**src/design/ske_pkg.sv**
```systemverilog
`timescale 1ns / 1ps

package ske_pkg;

   // Default geometry of the table
   localparam int TABLE_DEPTH_DEF = 64;
   localparam int ID_BITS_DEF     = 64;
   localparam int KEY_BITS_DEF    = 64;

   // Fixed field widths
   localparam int KEY_ID_BITS = 31;
   localparam int STATUS_BITS = 8;
   localparam int CFG_BITS    = 7;

   localparam logic [CFG_BITS-1:0] CFG_RESET = 7'd64;

   // Request kinds
   localparam logic [1:0] KIND_WRITE  = 2'd0;
   localparam logic [1:0] KIND_READ   = 2'd1;
   localparam logic [1:0] KIND_UPDATE = 2'd2;

   // Outcome codes
   localparam logic [1:0] OUTCOME_OK       = 2'd0;
   localparam logic [1:0] OUTCOME_NO_MATCH = 2'd1;
   localparam logic [1:0] OUTCOME_FULL     = 2'd2;

   // Compare unit verdict on one slot
   typedef struct packed {
      logic hit;
      logic empty;
   } cmp_type;

endpackage

```
**src/design/ske_cmp.sv**
```systemverilog
`timescale 1ns / 1ps

module ske_cmp #(
   parameter int ID_BITS  = ske_pkg::ID_BITS_DEF,
   parameter int KEY_BITS = ske_pkg::KEY_BITS_DEF
) (
   input  logic [1:0]                       kind,
   input  logic [ID_BITS-1:0]               req_client,
   input  logic [ID_BITS-1:0]               req_server,
   input  logic [ske_pkg::KEY_ID_BITS-1:0]  req_key_id,
   input  logic [ID_BITS-1:0]               ent_client,
   input  logic [ID_BITS-1:0]               ent_server,
   input  logic [ske_pkg::KEY_ID_BITS-1:0]  ent_key_id,
   input  logic [ske_pkg::STATUS_BITS-1:0]  ent_status,
   input  logic [KEY_BITS-1:0]              ent_key,
   output ske_pkg::cmp_type                 result
);

   logic id_match;
   logic kid_match;

   assign id_match  = (ent_client == req_client) && (ent_server == req_server);
   assign kid_match = (ent_key_id == req_key_id);

   always_comb begin
      // a slot is free only when every field is zero
      result.empty = (ent_client == '0) && (ent_server == '0) && (ent_key_id == '0) &&
                     (ent_status == '0) && (ent_key == '0);
      case (kind)
         ske_pkg::KIND_WRITE,
         ske_pkg::KIND_READ: begin
            result.hit = id_match;
         end
         ske_pkg::KIND_UPDATE: begin
            result.hit = kid_match;
         end
         default: begin
            result.hit = 1'b0;
         end
      endcase
   end

endmodule

```
**config.mk**
```make
export PLATFORM = sky130hd
export DESIGN_NAME = ske_cmp
export DESIGN_NICKNAME = d
export VERILOG_FILES = /design/src/design/ske_pkg.sv /design/src/design/ske_cmp.sv
export SDC_FILE = /design/constraint.sdc
export NUM_CORES = 1
export LEC_CHECK = 0
export ABC_AREA = 1
export BUFFER_PORTS_ARGS = -buffer_cell sky130_fd_sc_hd__buf_2
export CAP_MARGIN = 20
export CORE_AREA = 2 2 154 156
export DETAILED_ROUTE_END_ITERATION = 12
export DIE_AREA = 0 0 156 158
export SYNTH_ARGS = -nofsm -noshare
export SYNTH_HDL_FRONTEND = slang
export SYNTH_SLANG_ARGS = --single-unit
```
**constraint.sdc**
```tcl
create_clock -name vclk -period 1.25
set_input_delay 0.25 -clock vclk [all_inputs]
set_output_delay 0.25 -clock vclk [all_outputs]
set_load 0.02 [all_outputs]
```
==> summary.txt <==
Setup path
  – Critical-path top delay cell: or2_4
  – Setup crit end kind: output port
  – Crit Path Category: in -> out
  – Worst-path cell chain: buf_6 -> or2_4 -> nor3_4 -> nand3_2 -> nor2_4 -> nand2_2 -> nor2_4 -> nand2_2 -> inv_2 -> buf_6
  – Max stage delay on crit path: between 200 and 300 ps
  – Arrival time at the worst endpoint: 1560 ps
  – Worst EP required: 1000 ps
  – CP Launch Type: input port
  – Peak fanout along the critical path: 2

Detailed routing
  – Overall routed net length: 24,400 um
  – 1st-pass router iterations: 5
  – Vias post-DR: 6,213
  – Via density: 4.10
  – ANT nets after route: 0
  – Routed len/inst: 16.1 um
  – # DRC: 0
  – Drt initial violations: around 300

Global route
  – First-pass GRT wire length: 32,900 um
  – Total grt overflow: 0
  – Vias in the first global route: 5,984
  – Global Route Usage Sum: 0.182
  – Initial antenna violation count: 10
  – Largest net degree at the start of global routing: 4

Timing
  – WHS: approximately 1100 ps
  – Slew @ Worst Pin: approximately 400 ps
  – Crit path time final: approximately 1800 ps
  – Slew headroom: 0.728
  – Peak Freq: between 500 and 600 MHz
  – Setup violators final: 2
  – Final number of max-transition violations: 0
  – Unrepaired setup endpoints after global routing: true
  – Final Hold Fails: 0
  – Final WS setup: -564 ps
  – Final period util: 1.45

Floorplan
  – IO Count: approximately 400
  – Die Wd: 156 um
  – Die Ht: 158 um
  – Core area: 23,100 um^2
  – Die area: 24,600 um^2
  – FP Rows: 56
  – Initial Util: 0.145

Placed design
  – PortBufs: between 300 and 400
  – Dpl ws: -975 ps
  – Dpl hpwl: about 23,000 um
  – Gp weighted congestion: 0.906

Synthesis
  – Gate count of the mapped netlist: 754
  – Synth warn: 0
  – Post-synth net total: 1,146
  – Post-synthesis sequential area ratio: 0
  – Mean Syn Cell Area: between 4 and 5 um^2
  – Synth cell types: 22
  – Cell area after synthesis: 3350 um^2

Cells and area
  – Commonest non-fill, non-tap cells in the layout: 387 x buf_2, 261 x nand2_1, 160 x inv_1
  – Most common cell after layout, fill and taps aside: buf_2
  – Layout area overhead: 95.0%
  – Seq. cell area: 0 um^2
  – Layout cells sized above 1: 0.432
  – Net count, final: roughly 1,600
  – Num sequential: 0
  – Clkbuf count: 0
  – Layout fillers: 2,696

Status
  – Status: finished, violations left
  – Failing checks: negative setup slack

Pwr
  – LEAKAGE: ~0.0039 uW
  – Pwr dens: 291 nW/um^2
  – Max VDD drop: 92.6 uV

Run
  – Max_cap viols: 0

Worst hold path
  – Hold WC Path Type: in -> out
report_power, final:
group,leakage (uW),internal (uW),switching [uW],total (uW)
logic,0.00394,946,958,1900
clock network,0.0000000317,0.000535,0,0.000535
registers,0,0,0,0
total,0.00394,946,958,1900
cells by family (layout without fill, tap and decap cells):
| group | Yosys count | in the layout | share of synthesized area |
|---|---|---|---|
| other | 0 | 5 | 0 |
| XOR/XNOR | 45 | 45 | 0.118 |
| buffers and inverters | 168 | 635 | 0.188 |
| AO/OA/AOI/OAI | 49 | 49 | 0.0758 |
| AND/OR/NAND/NOR | 492 | 492 | 0.618 |
routing by layer:
| layer | track usage | vias to the layer above | wire length, um |
|---|---|---|---|
| li1 | - | 3241 | - |
| met1 | 0.205 | 2657 | 9420 |
| met2 | 0.362 | 277 | 12700 |
| met3 | 0.0298 | 28 | 1760 |
| met4 | 0.0297 | 10 | 435 |
| met5 | 0 | - | 69 |
Yosys cell counts, types with 2 or more instances:
master | number | area [um^2]
o21ai_0 | 30 | 150
inv_1 | 165 | 619
o21ai_1 | 12 | 60.1
o22ai_1 | 5 | 31.3
nor4_1 | 30 | 188
or2_0 | 3 | 18.8
or2_2 | 7 | 43.8
xnor2_1 | 33 | 289
inv_2 | 3 | 11.3
nand4_1 | 21 | 131
nand3_1 | 22 | 110
nor3_1 | 10 | 50.1
nor2_1 | 123 | 462
or2_1 | 2 | 12.5
nand3b_1 | 2 | 15.0
xor2_1 | 12 | 105
nand2_1 | 269 | 1010
area by class of cell:
cell class / instances / area [um^2] / area share
well taps: 290 / 363 / 0.0555
multi-input cells: 586 / 2940 / 0.450
diodes: 5 / 12.5 / 0.00191
repair buffers: 467 / 2590 / 0.396
inverters: 168 / 631 / 0.0965
stage by stage:
stage	instances	power, uW	cell area (um^2)	setup TNS, ps	utilization
floorplan	754	632	3350	-109	-
global placement	1511	1840	6260	-1760	0.272
detailed placement	1511	1860	6260	-1660	0.272
CTS	1511	1920	6480	-1150	0.281
global route	1513	2110	6530	-1310	0.283
finish	1516	1900	6530	-1110	0.283
critical path, delay by kind of cell:
| kind | cells | cell delay, ps |
|---|---|---|
| buf+inv | 3 | 240 |
| simple gates | 7 | 1060 |
what timing repair did:
item                       4_1_cts  5_1_grt
buffers inserted                 0        0
pin swaps                       20        6
setup endpoints to repair        2        2
gates cloned                     0        0
gates resized for setup         58       11
hold buffers                     0        0
worst paths after layout:
kind	start	endpoint	slack [ps]	depth (start not counted)
max	ent_server[57]	result[0]	-560	10
min	ent_key[31]	result[0]	1060	9
Note: power is estimated with default switching activity, not from simulation.
