## config.mk

```make
export PLATFORM = sky130hd
export DESIGN_NAME = ske_ram
export DESIGN_NICKNAME = d
export VERILOG_FILES = /design/src/design/ske_ram.sv
export SDC_FILE = /design/constraint.sdc
export NUM_CORES = 1
export LEC_CHECK = 0
export ABC_AREA = 1
export BUFFER_PORTS_ARGS = -buffer_cell sky130_fd_sc_hd__buf_2
export CORE_ASPECT_RATIO = 1.25
export CORE_MARGIN = 3
export CORE_UTILIZATION = 25
export DETAILED_ROUTE_END_ITERATION = 8
export HOLD_SLACK_MARGIN = 0.05
export PLACE_DENSITY = 0.51
export SLEW_MARGIN = 25
export SYNTH_ARGS = -nofsm -noshare
export SYNTH_HDL_FRONTEND = slang
export SYNTH_SLANG_ARGS = --single-unit
```

## constraint.sdc

```tcl
create_clock -name clock -period 1.7 [get_ports clock]
set_input_delay 0 -clock clock [delete_from_list [all_inputs] [get_ports clock]]
set_output_delay 0 -clock clock [all_outputs]
set_load 0.01 [all_outputs]
```

## src/design/ske_ram.sv

```systemverilog
`timescale 1ns / 1ps

module ske_ram #(
   parameter int WIDTH = 8,
   parameter int DEPTH = 64
) (
   input  logic                                clock,
   input  logic                                wr_en,
   input  logic [(DEPTH > 1 ? $clog2(DEPTH) : 1)-1:0] wr_addr,
   input  logic [WIDTH-1:0]                    wr_data,
   input  logic                                rd_en,
   input  logic [(DEPTH > 1 ? $clog2(DEPTH) : 1)-1:0] rd_addr,
   output logic [WIDTH-1:0]                    rd_data
);

   logic [WIDTH-1:0] mem [DEPTH];
   logic [WIDTH-1:0] rd_data_ff;

   always_ff @(posedge clock) begin
      if (wr_en) begin
         mem[wr_addr] <= wr_data;
      end
      if (rd_en) begin
         rd_data_ff <= mem[rd_addr];
      end
   end

   assign rd_data = rd_data_ff;

endmodule

```

==> tab_implementation.tex, run 1 <==
\begin{tabular}{lr}
\hline
Metric & Value \\
\hline
\multicolumn{2}{l}{\textbf{Pwr}} \\
\quad Gate power share & 6.9\% \\
\quad Switching Power & 6.02 mW \\
\quad Lkg Pwr & 9.15 nW \\
\quad Design Power & 27.6 mW \\
\quad Proportion of power drawn by flip-flops and latches & 51.7\% \\
\quad Clock power share & 41.4\% \\
\quad Worst vdd ir & 0.632 mV \\
\quad Total power density per cell area & 1080 mW/mm² \\
\quad Switching share of total power & 21.8\% \\
\quad P\_int & 21.6 mW \\
\multicolumn{2}{l}{\textbf{Synthesis}} \\
\quad Flip-flop and latch count after synthesis & 520 \\
\quad Yosys top cell by area & sky130\_fd\_sc\_hd\_\_edfxtp\_1 \\
\quad Dominant synthesized flop cell & sky130\_fd\_sc\_hd\_\_edfxtp\_1 \\
\quad Most repeated cell in the gate-level netlist after synthesis & sky130\_fd\_sc\_hd\_\_nand2\_1 \\
\quad Post-synthesis average cell area & 11.9 µm² \\
\quad Nets in the synthesized netlist & 1,828 \\
\quad Leading cell types by count after synthesis & sky130\_fd\_sc\_hd\_\_nand2\_1 (648), sky130\_fd\_sc\_hd\_\_edfxtp\_1 (520), sky130\_fd\_sc\_hd\_\_nand3\_1 (439) \\
\quad Mapped Area & 0.0214 mm² \\
\quad Proportion of synthesized flip-flops having asynchronous set or reset & 0\% \\
\quad Yosys warning total & 0 \\
\quad Number of instances in the synthesized netlist & 1,805 \\
\quad Cell types occupying the most area after synthesis & sky130\_fd\_sc\_hd\_\_edfxtp\_1 (73\%), sky130\_fd\_sc\_hd\_\_nand2\_1 (11\%), sky130\_fd\_sc\_hd\_\_nand3\_1 (10\%) \\
\quad Number of enable flip-flop cells after synthesis & 520 \\
\quad Number of distinct library cell variants in the gate-level netlist after synthesis & 15 \\
\quad Register area share after synthesis & 72.9\% \\
\quad Area fraction of the dominant cell type after synthesis & 72.9\% \\
\multicolumn{2}{l}{\textbf{Clock tree}} \\
\quad Number of buffers inserted by post-CTS setup repair & 0 \\
\quad CTS clock-pin slew for the worst setup and hold paths & 60 ps \\
\quad Clock insertion delay at the later pin of the skew report & 580 ps \\
\quad CTS H-Tree Depth & 2 \\
\quad Maximum clock insertion buffer count & 3 \\
\quad \# clock sinks & 520 \\
\quad TritonCTS clock tree & done \\
\quad CTS buffer count & 49 \\
\quad Clk root buf & sky130\_fd\_sc\_hd\_\_clkbuf\_16 \\
\multicolumn{2}{l}{\textbf{Global route}} \\
\quad Congestion Overflow GR & 0 \\
\quad Initial antenna violation count & 4 \\
\quad Pin count of the biggest net entering global routing & 65 \\
\quad Vias in the first global route & 13,899 \\
\quad Total global routing track utilization & 12.9\% \\
\quad First-pass GRT wire length & 87.1 mm \\
\multicolumn{2}{l}{\textbf{Cells and area}} \\
\quad Layout cells sized above 1 & 12.5\% \\
\quad Net count reported at finish & 1,950 \\
\quad Layout overhead on the synthesized area & 19.0\% \\
\quad Final standard cell area without fillers & 0.0255 mm² \\
\quad Core utilization of the finished layout & 30.1\% \\
\quad Filler-free cell count of the finished design & 3,054 \\
\multicolumn{2}{l}{\textbf{Die}} \\
\quad Full die area & 0.0892 mm² \\
\quad I/O pins & 31 \\
\quad Placeable Area & 0.0846 mm² \\
\quad Starting utilization of the core area & 25.3\% \\
\quad Die W & 268 µm \\
\quad Die Ht & 333 µm \\
\quad Core Rows & 119 \\
\multicolumn{2}{l}{\textbf{Setup path}} \\
\quad Crit path required time & 2010 ps \\
\quad Cell breakdown of the critical path & nand2\_1, nand3\_1, nand3\_1, nand2\_1, nand2\_1, nand3\_1, nand3\_1, nand2\_1 \\
\quad Worst reg-to-reg setup slack & 130 ps \\
\quad Dominant delay contributor by cell family on the critical path & simple AND/OR/NAND/NOR gates \\
\quad Worst Setup Start Kind & flop \\
\quad Crit. path cell count & 8 \\
\quad Largest fanout on the critical path & 1 \\
\quad Worst setup path endpoint & rd\_data[1]\$\_DFFE\_PP\_ \\
\quad Critical Path Start & mem[23][1]\$\_DFFE\_PP\_ \\
\quad Max incr delay on CP & 370 ps \\
\quad Critical register-to-register path startpoint & mem[23][1]\$\_DFFE\_PP\_ \\
\quad Length in cells of the worst reg-to-reg path & 8 \\
\quad Type of the setup path with the least slack & flop to flop \\
\quad CP max stage cell & sky130\_fd\_sc\_hd\_\_edfxtp\_1 \\
\quad Arrival time of data at the critical path endpoint & 1880 ps \\
\quad Category of the worst setup path capture point & flop \\
\quad Buffer and inverter count on the worst path & 0 \\
\quad Endpoint of the lowest-slack register-to-register path & rd\_data[1]\$\_DFFE\_PP\_ \\
\multicolumn{2}{l}{\textbf{Placement}} \\
\quad Placement-stage cell area & 0.0237 mm² \\
\quad Placer's final routability congestion estimate & 0.814 \\
\quad Placed Cells & 2,951 \\
\quad Final HPWL from detailed placement & 36.6 mm \\
\quad Number of I/O port buffers & 30 \\
\multicolumn{2}{l}{\textbf{Detailed routing}} \\
\quad Detailed Routing Iterations Pass 1 & 9 \\
\quad Vias & 13,858 \\
\quad DRT Wirelength & 58.2 mm \\
\quad Initial DRC Count & 978 \\
\quad Average vias per placed instance & 4.54 \\
\quad WL/cell & 19.1 µm \\
\quad ANT nets after route & 0 \\
\quad Residual DRC & 2 \\
\multicolumn{2}{l}{\textbf{Timing}} \\
\quad Shortest clock period the worst path allows after layout & 1570 ps \\
\quad Headroom to the max-slew limit & 62.3\% \\
\quad Slew at the pin closest to its max-slew limit & 565 ps \\
\quad Unrepaired setup endpoints after global routing & no \\
\quad Final Hold Violating Endpoints & 0 \\
\quad Maximum frequency from static timing analysis & 638 MHz \\
\quad Fin crit share & 92.2\% \\
\quad Count of final max-slew check failures & 0 \\
\quad Worst hold-check slack & 136 ps \\
\quad Final setup violation count & 0 \\
\quad Maximum clock skew at final layout & 16.6 ps \\
\multicolumn{2}{l}{\textbf{Outcome}} \\
\quad Run status & finished, violations left \\
\quad Violated checks & design-rule violations \\
\multicolumn{2}{l}{\textbf{Hold path}} \\
\quad Worst hold-check path type & input pin to flop \\
\multicolumn{2}{l}{\textbf{Flow run}} \\
\quad Number of violations of the max-capacitance limit & 0 \\
\hline
\end{tabular}
==> worst register-to-register path, stage by stage (launching register included) <==
cell and delay (ps):
sky130_fd_sc_hd__edfxtp_1 370, sky130_fd_sc_hd__nand2_1 90, sky130_fd_sc_hd__nand3_1 120, sky130_fd_sc_hd__nand3_1 160, sky130_fd_sc_hd__nand2_1 90, sky130_fd_sc_hd__nand2_1 70
sky130_fd_sc_hd__nand3_1 100, sky130_fd_sc_hd__nand3_1 210, sky130_fd_sc_hd__nand2_1 100
==> cell families after synthesis <==
group / Yosys count / share of synthesized area, %
buffers and inverters: 125 / 4.01
AND/OR/NAND/NOR: 1160 / 23.1
flip-flops: 520 / 72.9
==> stage by stage <==
stage / worst slack (ps) / setup TNS, ps
floorplan: -66.1 / -4230
detailed placement: -19.6 / -19.6
finish: 133 / 0
CTS: 137 / 0
global route: 84.8 / 0
global placement: 4.71 / 0
==> worst min path at each step <==
stage          cells past startpoint              endpoint  slack [ps]  startpoint
5_1_grt                            4  mem[40][6]$_DFFE_PP_         140  wr_addr[5]
3_3_place_gp                       1  rd_data[4]$_DFFE_PP_         420       rd_en
6_report                           4  mem[42][7]$_DFFE_PP_         140  wr_addr[5]
2_1_floorplan                      0   mem[0][0]$_DFFE_PP_         100  wr_data[0]
3_5_place_dp                       1  rd_data[6]$_DFFE_PP_         420       rd_en
4_1_cts                            4  mem[42][6]$_DFFE_PP_         110  wr_addr[5]
==> routing by layer <==
layer / track usage (%) / routed length, µm / part of all wire (%) / vias up
met1: 16.7 / 25100 / 43 / 6793
met2: 22.1 / 28400 / 49 / 372
met4: 4.21 / 1730 / 3.0 / 4
met5: 0 / 27 / 0.046 / -
met3: 1.96 / 2960 / 5.1 / 93
li1: - / - / - / 6596
==> power groups by stage <==
| stage | Sequential, mW | Combinational [mW] | Clock, mW |
|---|---|---|---|
| after global routing | 14.3 | 2.10 | 12.2 |
| after global placement | 14.5 | 1.89 | 0 |
| after detailed placement | 14.5 | 1.91 | 0 |
| after CTS | 14.3 | 1.94 | 11.7 |
| final | 14.3 | 1.91 | 11.4 |
| after floorplan | 14.5 | 0.998 | 0 |
==> cell type report <==
class,instances,area [µm²]
clock buffer,53,1240
sequential,520,15600
fill,8548,59100
multi-input combinational,1160,4950
timing repair buffer,184,1850
tap,1089,1360
clock inverter,34,409
antenna,2,5.00
inverter,12,55.1
==> timing repair <==
item                                   CTS  global route
endpoints found under the hold margin  513             0
resized for setup                        0             0
hold buffers                            14             0
==> placed cells by master (no fill, tap or decap), drive strengths merged <==
master       netlist  routed
inv               12      12
bufinv             0      10
diode              0       2
dlygate4sd3        0      14
edfxtp           520     520
clkbuf            15      54
nor2              56      56
nand3            439     439
nand4              9       9
clkinvlp           0       1
clkinv             0      23
nand2            648     648
nor4               8       8
buf               98     169
==> registers in the layout, indices dropped and copies added (netlist names) <==
register  cells
mem         512
rd_data       8
Power figures use the tool's default switching activity.
==> run 2, diff against run 1 <==
- ABC_AREA: 1 -> default
- PLACE_DENSITY: 0.51 -> 0.5
- clock period: 1.7 -> 1.5 ns (I/O delays scaled with it)
==> run 2 against run 1 <==
Net effect: the run ends with negative setup slack left; largest power group unchanged; combinational power down 5%; total power up 13%; core utilization up 0.89 points; maximum frequency down 19%; register-to-register slack worse by 570 ps; largest cell class unchanged.
==> tab_implementation.tex, run 2 <==
\begin{tabular}{lr}
\hline
Metric & Value \\
\hline
\multicolumn{2}{l}{\textbf{Placement}} \\
\quad Number of I/O port buffers & 30 (unchanged) \\
\quad Setup Slack @ Placement & -728 ps (-708 ps) \\
\quad Placer's final routability congestion estimate & 0.757 (-6.9\%) \\
\quad Final HPWL from detailed placement & 33.7 mm (-8.2\%) \\
\multicolumn{2}{l}{\textbf{Timing}} \\
\quad Unrepaired setup endpoints after global routing & yes \\
\quad Fin crit share & 129\% (+37 points) \\
\quad Shortest clock period the worst path allows after layout & 1930 ps (+365 ps) \\
\quad Final setup violation count & 8 (+8) \\
\quad Maximum clock skew at final layout & 25.4 ps (+8.74 ps) \\
\quad Count of final max-slew check failures & 0 (unchanged) \\
\quad Slew at the pin closest to its max-slew limit & 765 ps (+200 ps) \\
\quad Final Hold Violating Endpoints & 0 (unchanged) \\
\quad Headroom to the max-slew limit & 49.0\% (-13 points) \\
\quad Post-route worst setup slack & -433 ps (-565 ps) \\
\quad Maximum frequency from static timing analysis & 517 MHz (-19\%) \\
\multicolumn{2}{l}{\textbf{Detailed routing}} \\
\quad DRT Wirelength & 51.0 mm (-12\%) \\
\quad Met3 Wirelength & 2.16 mm (-27\%) \\
\quad Met2 wire len & 26.5 mm (-6.8\%) \\
\quad Initial DRC Count & 723 (-26\%) \\
\quad Vias & 10,070 (-27\%) \\
\quad Highest metal layer with signal wires & met5 \\
\quad Detailed Routing Iterations Pass 1 & 7 (-2) \\
\quad ANT nets after route & 0 (unchanged) \\
\quad Sum of routed wire segments on met1 & 20.9 mm (-17\%) \\
\quad Residual DRC & 0 (-2) \\
\quad WL/cell & 22.5 µm (+18\%) \\
\quad Average vias per placed instance & 4.44 (-2.2\%) \\
\multicolumn{2}{l}{\textbf{Global route}} \\
\quad Congestion Overflow GR & 0 (unchanged) \\
\quad Pin count of the biggest net entering global routing & 65 (unchanged) \\
\quad First-pass GRT wire length & 73.9 mm (-15\%) \\
\quad Total global routing track utilization & 12.1\% (-0.80 points) \\
\quad Initial antenna violation count & 3 (-1) \\
\quad Vias in the first global route & 10,550 (-24\%) \\
\multicolumn{2}{l}{\textbf{Pwr}} \\
\quad Worst vdd ir & 0.671 mV (+6.2\%) \\
\quad Design Power & 31.0 mW (+13\%) \\
\quad Lkg Pwr & 7.96 nW (-13\%) \\
\quad Total power density per cell area & 1250 mW/mm² (+15\%) \\
\multicolumn{2}{l}{\textbf{Synthesis}} \\
\quad Cell types occupying the most area after synthesis & sky130\_fd\_sc\_hd\_\_edfxtp\_1 (77\%), sky130\_fd\_sc\_hd\_\_mux4\_2 (14\%), sky130\_fd\_sc\_hd\_\_nor2\_1 (1.5\%) \\
\quad Area fraction of the dominant cell type after synthesis & 77.1\% (+4.2 points) \\
\quad Dominant synthesized flop cell & sky130\_fd\_sc\_hd\_\_edfxtp\_1 \\
\quad Number of instances in the synthesized netlist & 940 (-48\%) \\
\quad Register area share after synthesis & 77.1\% (+4.2 points) \\
\quad Most repeated cell in the gate-level netlist after synthesis & sky130\_fd\_sc\_hd\_\_edfxtp\_1 \\
\quad Nets in the synthesized netlist & 963 (-47\%) \\
\quad Leading cell types by count after synthesis & sky130\_fd\_sc\_hd\_\_edfxtp\_1 (520), sky130\_fd\_sc\_hd\_\_mux4\_2 (126), sky130\_fd\_sc\_hd\_\_nor2\_1 (83) \\
\quad Number of distinct library cell variants in the gate-level netlist after synthesis & 39 (+24) \\
\quad Mapped Area & 0.0202 mm² (-5.5\%) \\
\quad Proportion of synthesized flip-flops having asynchronous set or reset & 0\% (unchanged) \\
\quad Flip-flop and latch count after synthesis & 520 (unchanged) \\
\quad Yosys top cell by area & sky130\_fd\_sc\_hd\_\_edfxtp\_1 \\
\quad Yosys warning total & 0 (unchanged) \\
\quad Number of enable flip-flop cells after synthesis & 520 (unchanged) \\
\quad Post-synthesis average cell area & 21.5 µm² (+82\%) \\
\multicolumn{2}{l}{\textbf{Cells and area}} \\
\quad Commonest cells after routing, fill and taps aside & sky130\_fd\_sc\_hd\_\_edfxtp\_1 (520), sky130\_fd\_sc\_hd\_\_buf\_4 (169), sky130\_fd\_sc\_hd\_\_mux4\_2 (126) \\
\quad Most common cell after layout, fill and taps aside & sky130\_fd\_sc\_hd\_\_edfxtp\_1 \\
\quad Net count reported at finish & 1,185 (-39\%) \\
\quad Layout cells sized above 1 & 36.8\% (+24 points) \\
\quad Layout overhead on the synthesized area & 22.8\% \\
\quad Register containing the most flip-flops in the final layout & mem \\
\quad Flip-flop count of the largest register, all copies and words added & 512 (unchanged) \\
\multicolumn{2}{l}{\textbf{Setup path}} \\
\quad Largest fanout on the critical path & 1 (unchanged) \\
\quad Crit path required time & 1860 ps (-150 ps) \\
\quad Arrival time of data at the critical path endpoint & 2290 ps (+410 ps) \\
\quad CP max stage cell & sky130\_fd\_sc\_hd\_\_mux4\_2 \\
\quad Worst Setup Start Kind & flop \\
\quad Type of the setup path with the least slack & flop to flop \\
\quad Buffer and inverter count on the worst path & 0 (unchanged) \\
\quad Dominant delay contributor by cell family on the critical path & multiplexers \\
\quad Max incr delay on CP & 570 ps (+200 ps) \\
\quad Cell breakdown of the critical path & mux4\_2, mux4\_2, nor2\_4, nor3\_2, o2bb2ai\_1 \\
\quad Category of the worst setup path capture point & flop \\
\quad Most common cell on crit path & sky130\_fd\_sc\_hd\_\_mux4\_2 \\
\multicolumn{2}{l}{\textbf{Clock tree}} \\
\quad CTS buffer count & 52 (+6.1\%) \\
\quad \# clock sinks & 520 (unchanged) \\
\quad CTS H-Tree Depth & 2 (unchanged) \\
\quad TritonCTS clock tree & done \\
\quad Clock insertion delay at the later pin of the skew report & 610 ps (+30 ps) \\
\quad Clk root buf & sky130\_fd\_sc\_hd\_\_clkbuf\_16 \\
\quad Maximum clock insertion buffer count & 3 (unchanged) \\
\quad CTS clock-pin slew for the worst setup and hold paths & 70 ps (about the same) \\
\multicolumn{2}{l}{\textbf{Die}} \\
\quad Full die area & 0.0845 mm² (-5.4\%) \\
\quad Core Rows & 116 (-2.5\%) \\
\quad Die W & 261 µm (-2.7\%) \\
\quad I/O pins & 31 (unchanged) \\
\quad Starting utilization of the core area & 25.3\% (-0.055 points) \\
\quad Placeable Area & 0.0801 mm² (-5.3\%) \\
\quad Die Ht & 324 µm (-2.7\%) \\
\multicolumn{2}{l}{\textbf{Outcome}} \\
\quad Run status & finished, violations left \\
\quad Violated checks & negative setup slack \\
\multicolumn{2}{l}{\textbf{Flow run}} \\
\quad Number of violations of the max-capacitance limit & 0 (unchanged) \\
\multicolumn{2}{l}{\textbf{Hold path}} \\
\quad Worst hold-check path type & input pin to flop \\
\hline
\end{tabular}
run 2: worst paths after layout:
kind | start | endpoint | slack [ps] | cells past startpoint
worst max-delay path | mem[15][2]$_DFFE_PP_ | rd_data[2]$_DFFE_PP_ | -430 | 5
worst min-delay path | wr_data[5] | mem[29][5]$_DFFE_PP_ | 80 | 2
worst max register to register | mem[15][2]$_DFFE_PP_ | rd_data[2]$_DFFE_PP_ | -430 | 5
worst min register to register | mem[26][6]$_DFFE_PP_ | rd_data[6]$_DFFE_PP_ | 930 | 3
run 2: per-layer routing:
metal / GRT usage (%) / up-vias
li1: - / 4388
met1: 15.2 / 5378
met2: 21.2 / 224
met3: 1.81 / 78
met4: 4.30 / 2
met5: 0 / -
run 2: repair_timing:
item / CTS / global route
endpoints found under the setup margin: 8 / 30
endpoints found under the hold margin: 278 / 0
pin swaps: 6 / 1
gates resized for setup: 18 / 6
hold buffers: 9 / 0
setup buffers: 0 / 0
run 2: layout make-up:
cell class / count / area [µm²]
sequential: 520 / 15600
clock inverter: 32 / 314
clock buffer: 64 / 1390
multi-input combinational: 369 / 4440
antenna: 2 / 5.00
tap: 1062 / 1330
fill: 7740 / 55300
timing repair buffer: 219 / 1760
run 2: metrics by stage:
step	instance area [µm²]	utilization, %	hold slack, ps	TNS [ps]	cells
floorplan	20300	-	98.9	-1910	940
global placement	23000	28.7	394	-7010	2161
detailed placement	23000	28.7	398	-6930	2161
CTS	24800	31.0	71.2	-3330	2266
global route	24800	31.0	106	-3660	2266
finish	24900	31.0	84.4	-3160	2268
run 2: cell families (layout without fill, tap and decap cells):
kind of cell           Yosys count  after routing  synth area share [%]
AO/OA/AOI/OAI                   54             54                  2.06
multiplexers                   162            162                  15.9
flip-flops                     520            520                  77.1
AND/OR/NAND/NOR                153            153                  3.37
other                            0              2                     0
buffers and inverters           51            315                  1.56
run 2: power by group:
part,switching (mW),internal [mW],total (mW)
clock,5.47,7.60,13.1
combinational,1.03,0.785,1.82
sequential,0.0498,16.1,16.2
total,6.55,24.5,31.0
